### src/pu_pkg.sv
// ----------------------------------------------------------------------------
// pu_pkg
// Shared types, constants and the factorial table for the permutation
// unrank unit.
// ----------------------------------------------------------------------------
package pu_pkg;

  // field widths fixed by the transaction format
  localparam int COUNT_W = 4;
  localparam int RANK_W  = 19;
  localparam int ELEM_W  = 4;
  // 12! is the largest factorial needed and fits in 29 bits
  localparam int FACT_W  = 29;

  localparam int MAX_ELEMENTS_DEF = 9;

  // request transaction
  typedef struct packed {
    logic [COUNT_W-1:0] element_count;
    logic [RANK_W-1:0]  rank;
  } req_t;

  // result transaction
  typedef struct packed {
    logic [ELEM_W-1:0] element_value;
    logic              is_last;
    logic              rank_error;
  } rsp_t;

  // classified command passed from front to back
  typedef struct packed {
    logic               err;
    logic [COUNT_W-1:0] count;
    logic [RANK_W-1:0]  rem;
  } cmd_t;

  // m! for m = 0..12; larger codes never reach a valid command
  function automatic logic [FACT_W-1:0] fact_of(input logic [COUNT_W-1:0] m);
    logic [FACT_W-1:0] f;
    case (m)
      4'd0:    f = 29'd1;
      4'd1:    f = 29'd1;
      4'd2:    f = 29'd2;
      4'd3:    f = 29'd6;
      4'd4:    f = 29'd24;
      4'd5:    f = 29'd120;
      4'd6:    f = 29'd720;
      4'd7:    f = 29'd5040;
      4'd8:    f = 29'd40320;
      4'd9:    f = 29'd362880;
      4'd10:   f = 29'd3628800;
      4'd11:   f = 29'd39916800;
      4'd12:   f = 29'd479001600;
      default: f = '0;
    endcase
    return f;
  endfunction

endpackage

### src/pu_front.sv
// ----------------------------------------------------------------------------
// pu_front
// Classifies a request: checks count and rank range and forms the
// zero-based rank for the back end.
// ----------------------------------------------------------------------------
module pu_front
  import pu_pkg::*;
#(
  parameter int MAX_ELEMENTS = MAX_ELEMENTS_DEF
) (
  input  req_t req,
  output cmd_t cmd
);

  logic              count_bad;
  logic              rank_bad;
  logic [FACT_W-1:0] n_fact;

  // range checks
  always_comb begin
    n_fact    = fact_of(req.element_count);
    count_bad = (req.element_count == '0) ||
                (req.element_count > COUNT_W'(MAX_ELEMENTS));
    rank_bad  = (req.rank == '0) ||
                ({{(FACT_W-RANK_W){1'b0}}, req.rank} > n_fact);
  end

  // command fields
  always_comb begin
    cmd.err   = count_bad || rank_bad;
    cmd.count = req.element_count;
    cmd.rem   = req.rank - RANK_W'(1);
  end

endmodule

### src/pu_queue.sv
// ----------------------------------------------------------------------------
// pu_queue
// Two-entry command queue between front and back; lets the request side
// keep accepting while the back end works.
// ----------------------------------------------------------------------------
module pu_queue
  import pu_pkg::*;
(
  input  logic clk,
  input  logic rst,
  input  logic push,
  input  cmd_t push_cmd,
  output logic full,
  input  logic pop,
  output cmd_t pop_cmd,
  output logic empty
);

  cmd_t       entry [2];
  logic       wr_ptr;
  logic       rd_ptr;
  logic [1:0] fill;

  assign full    = (fill == 2'd2);
  assign empty   = (fill == 2'd0);
  assign pop_cmd = entry[rd_ptr];

  // pointers and fill level
  always_ff @(posedge clk) begin
    if (rst) begin
      wr_ptr <= 1'b0;
      rd_ptr <= 1'b0;
      fill   <= 2'd0;
    end else begin
      if (push) wr_ptr <= ~wr_ptr;
      if (pop)  rd_ptr <= ~rd_ptr;
      case ({push, pop})
        2'b10:   fill <= fill + 2'd1;
        2'b01:   fill <= fill - 2'd1;
        default: fill <= fill;
      endcase
    end
  end

  // entry storage
  always_ff @(posedge clk) begin
    if (push) entry[wr_ptr] <= push_cmd;
  end

endmodule

### src/pu_back.sv
// ----------------------------------------------------------------------------
// pu_back
// Unranks one command: finds each digit by repeated factorial subtraction,
// emits the chosen pool element and closes the gap in the pool.
// ----------------------------------------------------------------------------
module pu_back
  import pu_pkg::*;
#(
  parameter int MAX_ELEMENTS = MAX_ELEMENTS_DEF
) (
  input  logic clk,
  input  logic rst,
  input  logic cmd_valid,
  input  cmd_t cmd,
  output logic cmd_pop,
  output logic rsp_valid,
  input  logic rsp_stall,
  output rsp_t rsp
);

  localparam int QW = (MAX_ELEMENTS > 1) ? $clog2(MAX_ELEMENTS) : 1;

  localparam logic [1:0] ST_IDLE   = 2'd0;
  localparam logic [1:0] ST_DIVIDE = 2'd1;
  localparam logic [1:0] ST_EMIT   = 2'd2;

  logic [1:0]         state;
  logic               err;
  logic [COUNT_W-1:0] left;
  logic [RANK_W-1:0]  rem;
  logic [FACT_W-1:0]  fact;
  logic [QW-1:0]      q;
  logic [ELEM_W-1:0]  pool [MAX_ELEMENTS];

  logic               out_free;
  logic               sub_ok;

  // output register is free when empty or being drained
  assign out_free = !rsp_valid || !rsp_stall;
  assign cmd_pop  = (state == ST_IDLE) && cmd_valid;

  // one more subtraction fits and the digit stays below the pool size
  assign sub_ok = ({{(FACT_W-RANK_W){1'b0}}, rem} >= fact) &&
                  (COUNT_W'(q) < (left - COUNT_W'(1)));

  // control sequencer
  always_ff @(posedge clk) begin
    if (rst) begin
      state     <= ST_IDLE;
      rsp_valid <= 1'b0;
    end else begin
      // result register: load on emit, clear once taken
      if (state == ST_EMIT && out_free) rsp_valid <= 1'b1;
      else if (!rsp_stall)              rsp_valid <= 1'b0;
      unique case (state)
        ST_IDLE: begin
          if (cmd_valid) state <= cmd.err ? ST_EMIT : ST_DIVIDE;
        end
        ST_DIVIDE: begin
          if (!sub_ok) state <= ST_EMIT;
        end
        ST_EMIT: begin
          if (out_free) begin
            if (err || left == COUNT_W'(1)) state <= ST_IDLE;
            else                            state <= ST_DIVIDE;
          end
        end
        default: state <= ST_IDLE;
      endcase
    end
  end

  // datapath
  always_ff @(posedge clk) begin
    case (state)
      ST_IDLE: begin
        if (cmd_valid) begin
          err  <= cmd.err;
          left <= cmd.count;
          rem  <= cmd.rem;
          fact <= fact_of(cmd.count - COUNT_W'(1));
          q    <= '0;
          for (int i = 0; i < MAX_ELEMENTS; i++) begin
            pool[i] <= ELEM_W'(i + 1);
          end
        end
      end
      ST_DIVIDE: begin
        if (sub_ok) begin
          rem <= rem - fact[RANK_W-1:0];
          q   <= q + QW'(1);
        end
      end
      ST_EMIT: begin
        if (out_free) begin
          if (err) begin
            rsp.element_value <= '0;
            rsp.is_last       <= 1'b1;
            rsp.rank_error    <= 1'b1;
          end else begin
            rsp.element_value <= pool[q];
            rsp.is_last       <= (left == COUNT_W'(1));
            rsp.rank_error    <= 1'b0;
            // close the gap left by the chosen element
            for (int j = 0; j < MAX_ELEMENTS - 1; j++) begin
              if (QW'(j) >= q) pool[j] <= pool[j+1];
            end
            left <= left - COUNT_W'(1);
            fact <= fact_of(left - COUNT_W'(2));
            q    <= '0;
          end
        end
      end
      default: begin
      end
    endcase
  end

endmodule

### src/permutation_unrank_unit.sv
// Flow: a request is registered in the queue and waits there until the back
// end is idle; each element's digit q (0..m-1, m elements left) is then found
// by repeated factorial subtraction. The back end takes a new request only
// after the last result of the previous one; an error request gives one result.
// Reset: rst, synchronous, empties the queue and the output register.
// ----------------------------------------------------------------------------
// permutation_unrank_unit
// Emits the k-th lexicographic permutation of 1..n, one element per result.
// ----------------------------------------------------------------------------
module permutation_unrank_unit
  import pu_pkg::*;
#(
  parameter int MAX_ELEMENTS = MAX_ELEMENTS_DEF
) (
  input  logic clk,
  input  logic rst,
  input  logic req_valid,
  output logic req_stall,
  input  req_t req,
  output logic rsp_valid,
  input  logic rsp_stall,
  output rsp_t rsp
);

  cmd_t front_cmd;
  cmd_t queue_cmd;
  logic queue_full;
  logic queue_empty;
  logic queue_pop;
  logic queue_push;

  // request side: accept whenever the queue has room
  assign req_stall  = queue_full;
  assign queue_push = req_valid && !queue_full;

  pu_front #(
    .MAX_ELEMENTS(MAX_ELEMENTS)
  ) u_front (
    .req(req),
    .cmd(front_cmd)
  );

  pu_queue u_queue (
    .clk     (clk),
    .rst     (rst),
    .push    (queue_push),
    .push_cmd(front_cmd),
    .full    (queue_full),
    .pop     (queue_pop),
    .pop_cmd (queue_cmd),
    .empty   (queue_empty)
  );

  pu_back #(
    .MAX_ELEMENTS(MAX_ELEMENTS)
  ) u_back (
    .clk      (clk),
    .rst      (rst),
    .cmd_valid(!queue_empty),
    .cmd      (queue_cmd),
    .cmd_pop  (queue_pop),
    .rsp_valid(rsp_valid),
    .rsp_stall(rsp_stall),
    .rsp      (rsp)
  );

endmodule
### config.mk
export PLATFORM = sky130hd
export DESIGN_NAME = permutation_unrank_unit
export DESIGN_NICKNAME = d
export VERILOG_FILES = /design/src/pu_pkg.sv /design/src/pu_front.sv /design/src/pu_queue.sv /design/src/pu_back.sv /design/src/permutation_unrank_unit.sv
export SDC_FILE = /design/constraint.sdc
export NUM_CORES = 1
export LEC_CHECK = 0
export BUFFER_PORTS_ARGS = -buffer_cell sky130_fd_sc_hd__buf_4
export CAP_MARGIN = 15
export CORE_ASPECT_RATIO = 1.5
export CORE_MARGIN = 2
export CORE_UTILIZATION = 23
export CTS_CLUSTER_DIAMETER = 120
export DETAILED_ROUTE_END_ITERATION = 6
export HOLD_SLACK_MARGIN = 0.02
export MAX_ROUTING_LAYER = met4
export RECOVER_POWER = 50
export SLEW_MARGIN = 10
export SYNTH_ARGS = -nofsm -noshare
export SYNTH_HDL_FRONTEND = slang
export SYNTH_HIERARCHICAL = 1
export SYNTH_SLANG_ARGS = --single-unit
### constraint.sdc
create_clock -name clk -period 4.2 [get_ports clk]
set_clock_uncertainty 0.05 [all_clocks]
set_input_delay 0.84 -clock clk [delete_from_list [all_inputs] [get_ports clk]]
set_output_delay 0.84 -clock clk [all_outputs]
set_load 0.1 [all_outputs]
==> results.toml, run 1 <==
[layout]
fin_nets = 897
drive_above_1_share_pct = 12.6
fin_util_pct = 26.8
area_growth_pct = 15.5
antennaDiodeCount = 0
finalNonFillerCells = 1296

[timing]
tightest_slew_ns = 1.80
hold_violations = 0
worst_slack_ns = 1.09
tns_ns = 0
fmax_mhz = 322
slew_headroom_pct = -20.1
setup_violations = 0
min_period_ns = 3.11
post-route-period-util_pct = 74.0
rsz0062_at_grt = "false"
drv_slew = 96

[global_route]
grt_usage_pct = 11.0
grt_overflow = 0
grt_pass1_vias = 6080
grt_max_degree = 47
grt_pass1_wl_mm = 31.5
antenna_found_initial = 0

[worst_setup_path]
r2r_setup_slack_ns = 1.11
crit_end = "u_queue/entry[1][23]"
cp_max_fo = 11
crit_arrival_ns = 3.22
crit-reg2reg-launch = "u_back/state[1]"
r2r_cells = 5
worstSetupEndpointType = "flop"
worst-setup-path-type = "primary input to flop"
crit_start = "req[20]"
critPathLaunchType = "primary input"
required_ns = 4.31
r2r_end = "u_back/q[0]"

[drt]
wl_per_cell_um = 15.3
ant_nets = 0
wl_mm = 19.9
vias_per_cell = 4.53
num_vias = 5869
drtPass1Iterations = 5
drcViolationCount = 0
drtIter0Drc = 355

[floorplanning]
core-area_um2 = 35800
io_pins = 35
start_util_pct = 23.2
die_w_um = 159
row_count = 85
dieArea_um2 = 37800
die_y_um = 237

[synth]
netlist_instances = 771
avgSynthCellArea_um2 = 10.8
syn_area_um2 = 8330
synth_edf_count = 130
ys.flop_type = "edfxtp_1"
yosysSeqAreaShare_pct = 48.8
synth_fp_nets = 863
yosysUniqueCellTypes = 75
async_flop_share_pct = 0
ys_ff_latch = 138
ys_warn_count = 6

[clock_network]
insertion_delay_ns = 0.43
postCtsSetupBuffers = 0
root_buffer = "clkbuf_16"
cts_made_buffers = 17
cts.sinks = 138
cts.repair.resized = 0
hold_buffers = 0
cts_tree = "done"
clockBufferDepth = 2
htree_levels = 4
path_clk_slew_ns = 0.06

[pwr]
leakagePower_nw = 3.67
power.density_nw_per_um2 = 801
ir_drop_uv = 350

[run]
cap_violations = 3

[place]
dp_hpwl_mm = 15.4
io_buffers = 34
dp_slack_ns = 1.01
place.gp.congestion = 0.871
dp_cells = 1264

[outcome]
status = "finished, violations left"
violations = "capacitance limit, slew limit"

[worst_hold_path]
hold_class = "flop to flop"
holdCritStartpoint = "u_back/rsp_valid"
## cells in the mapped netlist, drive strengths merged (4+ instances only)
master | count | area, um^2
a21o | 5 | 38.8
a21oi | 38 | 190
a22oi | 4 | 30.0
a31o | 4 | 35.0
and2 | 11 | 70.1
and3 | 16 | 106
buf | 10 | 58.8
clkbuf | 15 | 56.3
dfxtp | 8 | 160
edfxtp | 130 | 3900
ha | 64 | 801
inv | 54 | 203
mux2 | 24 | 270
mux2i | 9 | 90.1
mux4 | 5 | 113
nand2 | 82 | 308
nand2b | 15 | 93.8
nand3 | 19 | 100
nand4 | 5 | 31.3
nor2 | 54 | 203
nor2b | 11 | 76.3
nor3 | 13 | 76.3
nor4 | 4 | 31.3
o211ai | 6 | 45.0
o21a | 9 | 67.6
o21ai | 42 | 210
o21bai | 4 | 30.0
o22ai | 5 | 31.3
o311ai | 4 | 42.6
o31ai | 4 | 30.0
or2 | 7 | 43.8
or3 | 11 | 73.8
or4 | 4 | 33.8
xnor2 | 21 | 184
xor2 | 17 | 149
## metrics by stage
step	cell area, um^2	power, W	hold slack, ns
after global placement	9120	0.00623	0.438
after detailed placement	9120	0.00626	0.452
final	9610	0.00770	0.458
after floorplan	8330	0.00524	0.411
after CTS	9710	0.00779	0.460
after global routing	9610	0.00825	0.483
## registers in the layout, indices dropped and copies added (netlist names), named ones only
signal and flops:
u_back/rsp_valid 1, u_back/rem 19, u_back/q 4, u_back/pool 27
u_queue/rd_ptr 1, u_queue/entry 48, u_back/err 1, u_queue/wr_ptr 1
u_back/state 2, u_back/fact 21, u_back/left 4, u_back/rsp 6
u_queue/fill 2
## how the worst min path moves through the flow
stage / to / depth (start not counted) / slack (ns)
floorplan: u_queue/fill[1] / 2 / 0.41
global placement: u_queue/fill[1] / 2 / 0.44
detailed placement: u_back/rsp_valid / 2 / 0.45
CTS: u_back/rsp_valid / 2 / 0.46
global route: u_back/rsp_valid / 2 / 0.48
finish: u_back/rsp_valid / 2 / 0.46
## metal layers
| metal | routed length [um] | vias to the layer above | global-route usage [%] | share of wire (%) |
|---|---|---|---|---|
| met4 | 769 | 0 | 5.92 | 3.9 |
| met2 | 11200 | 107 | 21.2 | 56 |
| met1 | 7520 | 2837 | 10.6 | 38 |
| li1 | - | 2890 | - | - |
| met3 | 393 | 35 | 1.49 | 2.0 |
| met5 | 0 | - | - | 0 |
## cell usage in the layout, fill, tap and decap left out, types with 6 or more instances in the layout
| cell | instances |
|---|---|
| nor2b_1 | 11 |
| and2_1 | 9 |
| o21ai_0 | 39 |
| nor2_1 | 53 |
| clkbuf_16 | 17 |
| buf_4 | 22 |
| nand2b_1 | 15 |
| nand3_1 | 19 |
| or2_2 | 7 |
| xor2_1 | 17 |
| nor3_1 | 13 |
| inv_1 | 54 |
| o211ai_1 | 6 |
| o21a_1 | 9 |
| and3_1 | 14 |
| nand2_1 | 82 |
| clkbuf_1 | 19 |
| or3_1 | 10 |
| xnor2_1 | 21 |
| mux2i_1 | 9 |
| edfxtp_1 | 130 |
| mux2_2 | 21 |
| a21oi_1 | 38 |
| dfxtp_1 | 8 |
| ha_1 | 64 |
## cell families after synthesis
group	share of synthesized area, %
AO/OA/AOI/OAI	12.1
XOR/XNOR	4.00
adder cells (fa/ha/maj)	9.86
buffers and inverters	3.82
flip-flops	48.8
multiplexers	5.68
AND/OR/NAND/NOR	15.7
## critical path, cell delays in order
cell and delay, ns:
clkbuf_1 0.35, inv_1 0.23, ha_1 0.26, and2_1 0.18, o21ai_0 0.20, ha_1 0.27
a21oi_1 0.15, nor2_1 0.05, a211o_1 0.28, nor4_1 0.27, o21ai_1 0.13
## power by group
group | internal (W) | switching, W
registers | 0.00226 | 0.000285
logic | 0.00133 | 0.00234
clock network | 0.000912 | 0.000577
total | 0.00450 | 0.00320
## cell type report
| cell class | instances | area [um^2] |
|---|---|---|
| fill | 3760 | 26200 |
| sequential | 138 | 4060 |
| multi-input combinational | 554 | 3920 |
| tap | 478 | 598 |
| clock buffer | 20 | 457 |
| timing repair buffer | 40 | 233 |
| inverter | 54 | 203 |
| clock inverter | 12 | 140 |
Power figures use the tool's default switching activity.
==> run 2: changes to the inputs <==
- clock period: 4.2 -> 3.05 ns (I/O delays scaled with it)
==> results.toml, run 2 (synthesized netlist as in run 1, its figures left out) <==
[drt]
num_vias = 5916
drtPass1Iterations = 5
wl_mm = 20.0
vias_per_cell = 4.53
drcViolationCount = 0
wl_per_cell_um = 15.3
ant_nets = 0
drtIter0Drc = 329

[outcome]
violations = "capacitance limit"
status = "finished, violations left"

[place]
dp_slack_ns = 0.146
dp_cells = 1276
dpl-instance-area_um2 = 9220
dp_hpwl_mm = 15.5
io_buffers = 34
place.gp.congestion = 0.903

[floorplanning]
start_util_pct = 23.2
io_pins = 35
core-area_um2 = 35800
die_w_um = 159
row_count = 85
dieArea_um2 = 37800
die_y_um = 237

[timing]
fmax_mhz = 357
hold_violations = 0
drv_slew = 0
tns_ns = 0
setup_violations = 0
post-route-period-util_pct = 91.8
tightest_slew_ns = 1.50
slew_headroom_pct = 0.143
worst_slack_ns = 0.249
min_period_ns = 2.80
rsz0062_at_grt = "false"

[layout]
fin_area_um2 = 9730
drive_above_1_share_pct = 14.1
area_growth_pct = 16.9
layout_common_cells = "130 x edfxtp_1, 82 x nand2_1, 63 x ha_1"
reg_top3 = "u_queue/entry (48), u_back/pool (27), u_back/fact (21)"
fin_util_pct = 27.1
antennaDiodeCount = 0
largest_register_ffs = 48
layout_commonest_cell = "edfxtp_1"
max_flop_register = "u_queue/entry"
finalNonFillerCells = 1307
fin_nets = 909

[clock_network]
cts.sinks = 138
postCtsSetupBuffers = 0
cts_tree = "done"
clockBufferDepth = 2
path_clk_slew_ns = 0.06
hold_buffers = 0
cts.repair.resized = 0
root_buffer = "clkbuf_16"
htree_levels = 4
insertion_delay_ns = 0.43
cts_made_buffers = 17

[global_route]
antenna_found_initial = 0
grt_usage_pct = 11.1
grt_max_degree = 27
grt_overflow = 0
grt_pass1_wl_mm = 31.4
grt_pass1_vias = 6000

[worst_setup_path]
path_cells = "inv_1 -> ha_2 -> nand2_1 -> xnor2_1 -> ha_1 -> o21ai_0 -> a21oi_1 -> nor3_1 -> o311ai_2 -> o21ai_2 -> buf_12"
required_ns = 3.13
worst-setup-path-type = "flop to flop"
cp_max_fo = 19
crit_arrival_ns = 2.88
r2r_end = "u_back/rem[11]"
cpPeakStageDelay_ns = 0.44
r2r_setup_slack_ns = 0.25
crit-reg2reg-launch = "u_back/left[1]"
r2r_cells = 11
critPathLaunchType = "flop"
slowest_stage = "edfxtp_1"
worstSetupEndpointType = "flop"

[pwr]
ir_drop_uv = 492
leakagePower_nw = 3.72
power.density_nw_per_um2 = 1110

[worst_hold_path]
min_path_cells = 2
hold_class = "primary input to flop"
hold_end = "u_back/state[0]"
holdCritStartpoint = "rst"

[run]
cap_violations = 1
[run 2: final cells by class]
class                      count  area [um^2]
tap                          478          598
fill                        3700        26100
sequential                   138         4060
clock inverter                13          169
timing repair buffer          52          329
clock buffer                  18          429
inverter                      54          203
multi-input combinational    554         3940
[run 2: metrics by stage]
step	total power [W]	hold WS (ns)
floorplan	0.00722	0.411
global placement	0.00868	0.428
detailed placement	0.00876	0.447
CTS	0.0109	0.341
global route	0.0116	0.352
finish	0.0108	0.362
[run 2: where the power goes]
group / switching [W] / total, W / internal, W
clock: 0.000809 / 0.00210 / 0.00129
sequential: 0.000351 / 0.00345 / 0.00310
combinational: 0.00332 / 0.00527 / 0.00195
total: 0.00448 / 0.0108 / 0.00634
[run 2: how the worst max path moves through the flow]
stage                                 from                   end  slack [ns]  depth (start not counted)
after floorplan           u_back/rsp_valid           u_back/q[0]        0.07                          4
after global placement             req[19]  u_queue/entry[1][23]        0.14                         11
after detailed placement           req[19]  u_queue/entry[1][23]        0.15                         11
after CTS                   u_back/left[1]           u_back/q[1]        0.19                         10
after global routing        u_back/left[1]        u_back/rem[11]        0.03                         11
final                       u_back/left[1]        u_back/rem[11]        0.25                         11
[run 2: critical path, delay by kind of cell (launching register included)]
kind / cells / cell delay [ns]
buf+inv: 2 / 0.43
flops: 1 / 0.44
fa+ha+maj: 2 / 0.54
xor+xnor: 1 / 0.19
simple gates: 2 / 0.28
compound gates: 4 / 0.57
[run 2: layer usage]
layer	GRT usage, %	routed length, um
met3	1.68	474
met1	10.4	7350
met4	7.08	1090
met2	20.8	11000
met5	-	0
==> run 3: changes to the inputs <==
--- a/config.mk
+++ b/config.mk
@@ -7,2 +7,3 @@
 export LEC_CHECK = 0
+export ABC_AREA = 1
 export BUFFER_PORTS_ARGS = -buffer_cell sky130_fd_sc_hd__buf_4
@@ -13,2 +14,3 @@
 export CTS_CLUSTER_DIAMETER = 120
+export CTS_CLUSTER_SIZE = 40
 export DETAILED_ROUTE_END_ITERATION = 6
==> constraint.sdc (replaced) <==
create_clock -name clk -period 3.05 [get_ports clk]
set_clock_uncertainty 0.05 [all_clocks]
set_input_delay 0.305 -clock clk [delete_from_list [all_inputs] [get_ports clk]]
set_output_delay 0.305 -clock clk [all_outputs]
set_load 0.1 [all_outputs]
==> results.toml, run 3 <==
[outcome]
status = "finished, violations left"
violations = "capacitance limit, slew limit"

[global_route]
grt_overflow = 0
grt_pass1_wl_mm = 31.1
grt_usage_pct = 10.5
antenna_found_initial = 0
grt_pass1_vias = 6335
grt_max_degree = 31

[worst_setup_path]
path_buf_inv = 3
path_cells = "mux2_1 -> inv_1 -> nand3_1 -> xnor2_2 -> inv_1 -> nor2_1 -> nand2_1 -> o22ai_1 -> inv_1 -> o21ai_0"
r2r_cells = 10
worst-setup-path-type = "flop to flop"
required_ns = 3.15
r2r_end = "u_back/fact[7]"
cp_max_fo = 5
cp_num_cells = 10
crit_family = "flip-flops"
critPathLaunchType = "flop"
crit_end = "u_back/fact[7]"
cpPeakStageDelay_ns = 0.49
crit_arrival_ns = 2.86
slowest_stage = "dfxtp_1"
r2r_setup_slack_ns = 0.29
crit_top_cell = "inv_1"
worstSetupEndpointType = "flop"

[layout]
antennaDiodeCount = 0
seqCellArea_um2 = 4060
layout_commonest_cell = "nand2_1"
largest_register_ffs = 48
area_growth_pct = 13.9
nFillCells = 3944
fin_nets = 1065
reg_top3 = "u_queue/entry (48), u_back/pool (27), u_back/fact (21)"
layout_common_cells = "209 x nand2_1, 138 x inv_1, 130 x edfxtp_1"
multi_input_area_um2 = 3780
drive_above_1_share_pct = 9.34
max_flop_register = "u_queue/entry"

[synth]
yosysTopAreaCell = "edfxtp_1"
netlist_instances = 931
ys_warn_count = 6
avgSynthCellArea_um2 = 9.22
yosysSeqAreaShare_pct = 47.3
synth_edf_count = 130
ys.flop_type = "edfxtp_1"
ys_ff_latch = 138
yosysTopAreaCellShare_pct = 45.5
synthTopCellsByArea = "edfxtp_1 45%, ha_1 9.3%, nand2_1 9.0%"
synthTopCellsByCount = "206 x nand2_1, 137 x inv_1, 130 x edfxtp_1, 95 x nor2_1, 64 x ha_1"
syn_area_um2 = 8580
synth_fp_nets = 1023
synth.most_common_cell = "nand2_1"
async_flop_share_pct = 0
yosysUniqueCellTypes = 58

[clock_network]
insertion_delay_ns = 0.42
root_buffer = "clkbuf_16"
hold_buffers = 0
cts_made_buffers = 17
cts_tree = "done"
cts.sinks = 138
htree_levels = 4
clockBufferDepth = 2
path_clk_slew_ns = 0.06
cts.repair.resized = 0
postCtsSetupBuffers = 0

[timing]
post-route-period-util_pct = 90.6
tns_ns = 0
rsz0062_at_grt = "false"
slew_headroom_pct = -0.889
fmax_mhz = 362
tightest_slew_ns = 1.51
hold_violations = 0
timing.hold.ws_ns = 0.0582
setup_violations = 0
min_period_ns = 2.76
drv_slew = 21

[pwr]
power.density_nw_per_um2 = 1070
seqPwrFrac_pct = 33.0
ir_drop_uv = 478
p_int_w = 0.00591
p_comb_share_pct = 48.7
p_sw_w = 0.00451
leakagePower_nw = 4.21
p_sw_share_pct = 43.3
pwr-share-clk_pct = 18.4

[drt]
drtPass1Iterations = 5
ant_nets = 0
vias_per_cell = 4.27
wl_per_cell_um = 13.2
drcViolationCount = 0
wl_mm = 19.4
num_vias = 6267
drtIter0Drc = 286

[run]
cap_violations = 1

[place]
dp_hpwl_mm = 15.5
place.gp.congestion = 0.916
io_buffers = 34

[worst_hold_path]
hold_class = "primary input to flop"
min_path_cells = 2
holdCritStartpoint = "rst"

[floorplanning]
die_w_um = 162
dieArea_um2 = 38900
die_y_um = 241
core-area_um2 = 36800
io_pins = 35
start_util_pct = 23.3
row_count = 86
==> run 3: how the worst min path moves through the flow <==
stage | slack (ns) | endpoint
3_3_place_gp | 0.45 | u_queue/rd_ptr
5_1_grt | 0.06 | u_back/state[1]
2_1_floorplan | 0.32 | u_back/rsp_valid
4_1_cts | 0.04 | u_back/state[1]
6_report | 0.06 | u_back/state[1]
3_5_place_dp | 0.46 | u_queue/rd_ptr
==> run 3: area by class of cell <==
type                    instances  share of cell area [%]
repair buffers                 41                    2.42
clock buffers                  21                    4.51
clock inverters                10                    1.05
multi-input cells             629                    38.6
well taps                     484                    6.20
inverters                     146                    5.61
flip-flops and latches        138                    41.6
==> run 3: per-layer routing <==
metal  wire, um  vias up  global-route usage (%)  part of all wire (%)
met5          0        -                       -                     0
li1           -     3183                       -                     -
met3        346       41                    1.60                   1.8
met4        845        0                    5.82                   4.4
met1       7340     2939                    10.0                    38
met2      10900      104                    20.2                    56
==> run 3: stage by stage <==
step                utilization (%)  cell area (um^2)  setup slack (ns)  total power [W]  instances
finish                         26.6              9770             0.287           0.0104       1469
global route                   26.6              9770            0.0510           0.0113       1469
CTS                            27.0              9930             0.328           0.0106       1469
detailed placement             25.5              9380             0.351          0.00859       1438
global placement               25.5              9380             0.343          0.00855       1438
floorplan                         -              8590             0.237          0.00718        931
==> run 3: power by group through the flow <==
stage / combinational (W) / sequential, W / clock [W]
after floorplan: 0.00370 / 0.00348 / 0
after global placement: 0.00509 / 0.00345 / 0
after detailed placement: 0.00511 / 0.00348 / 0
after CTS: 0.00515 / 0.00344 / 0.00196
after global routing: 0.00571 / 0.00352 / 0.00204
final: 0.00507 / 0.00343 / 0.00192
==> run 3: kinds of logic (layout without fill, tap and decap cells) <==
group	Yosys count	in the layout	synth area share, %
AND/OR/NAND/NOR	383	383	19.5
buffers and inverters	164	218	7.87
flip-flops	138	138	47.3
AO/OA/AOI/OAI	131	131	8.92
adder cells (fa/ha/maj)	65	65	9.56
XOR/XNOR	26	26	2.74
multiplexers	24	24	4.02
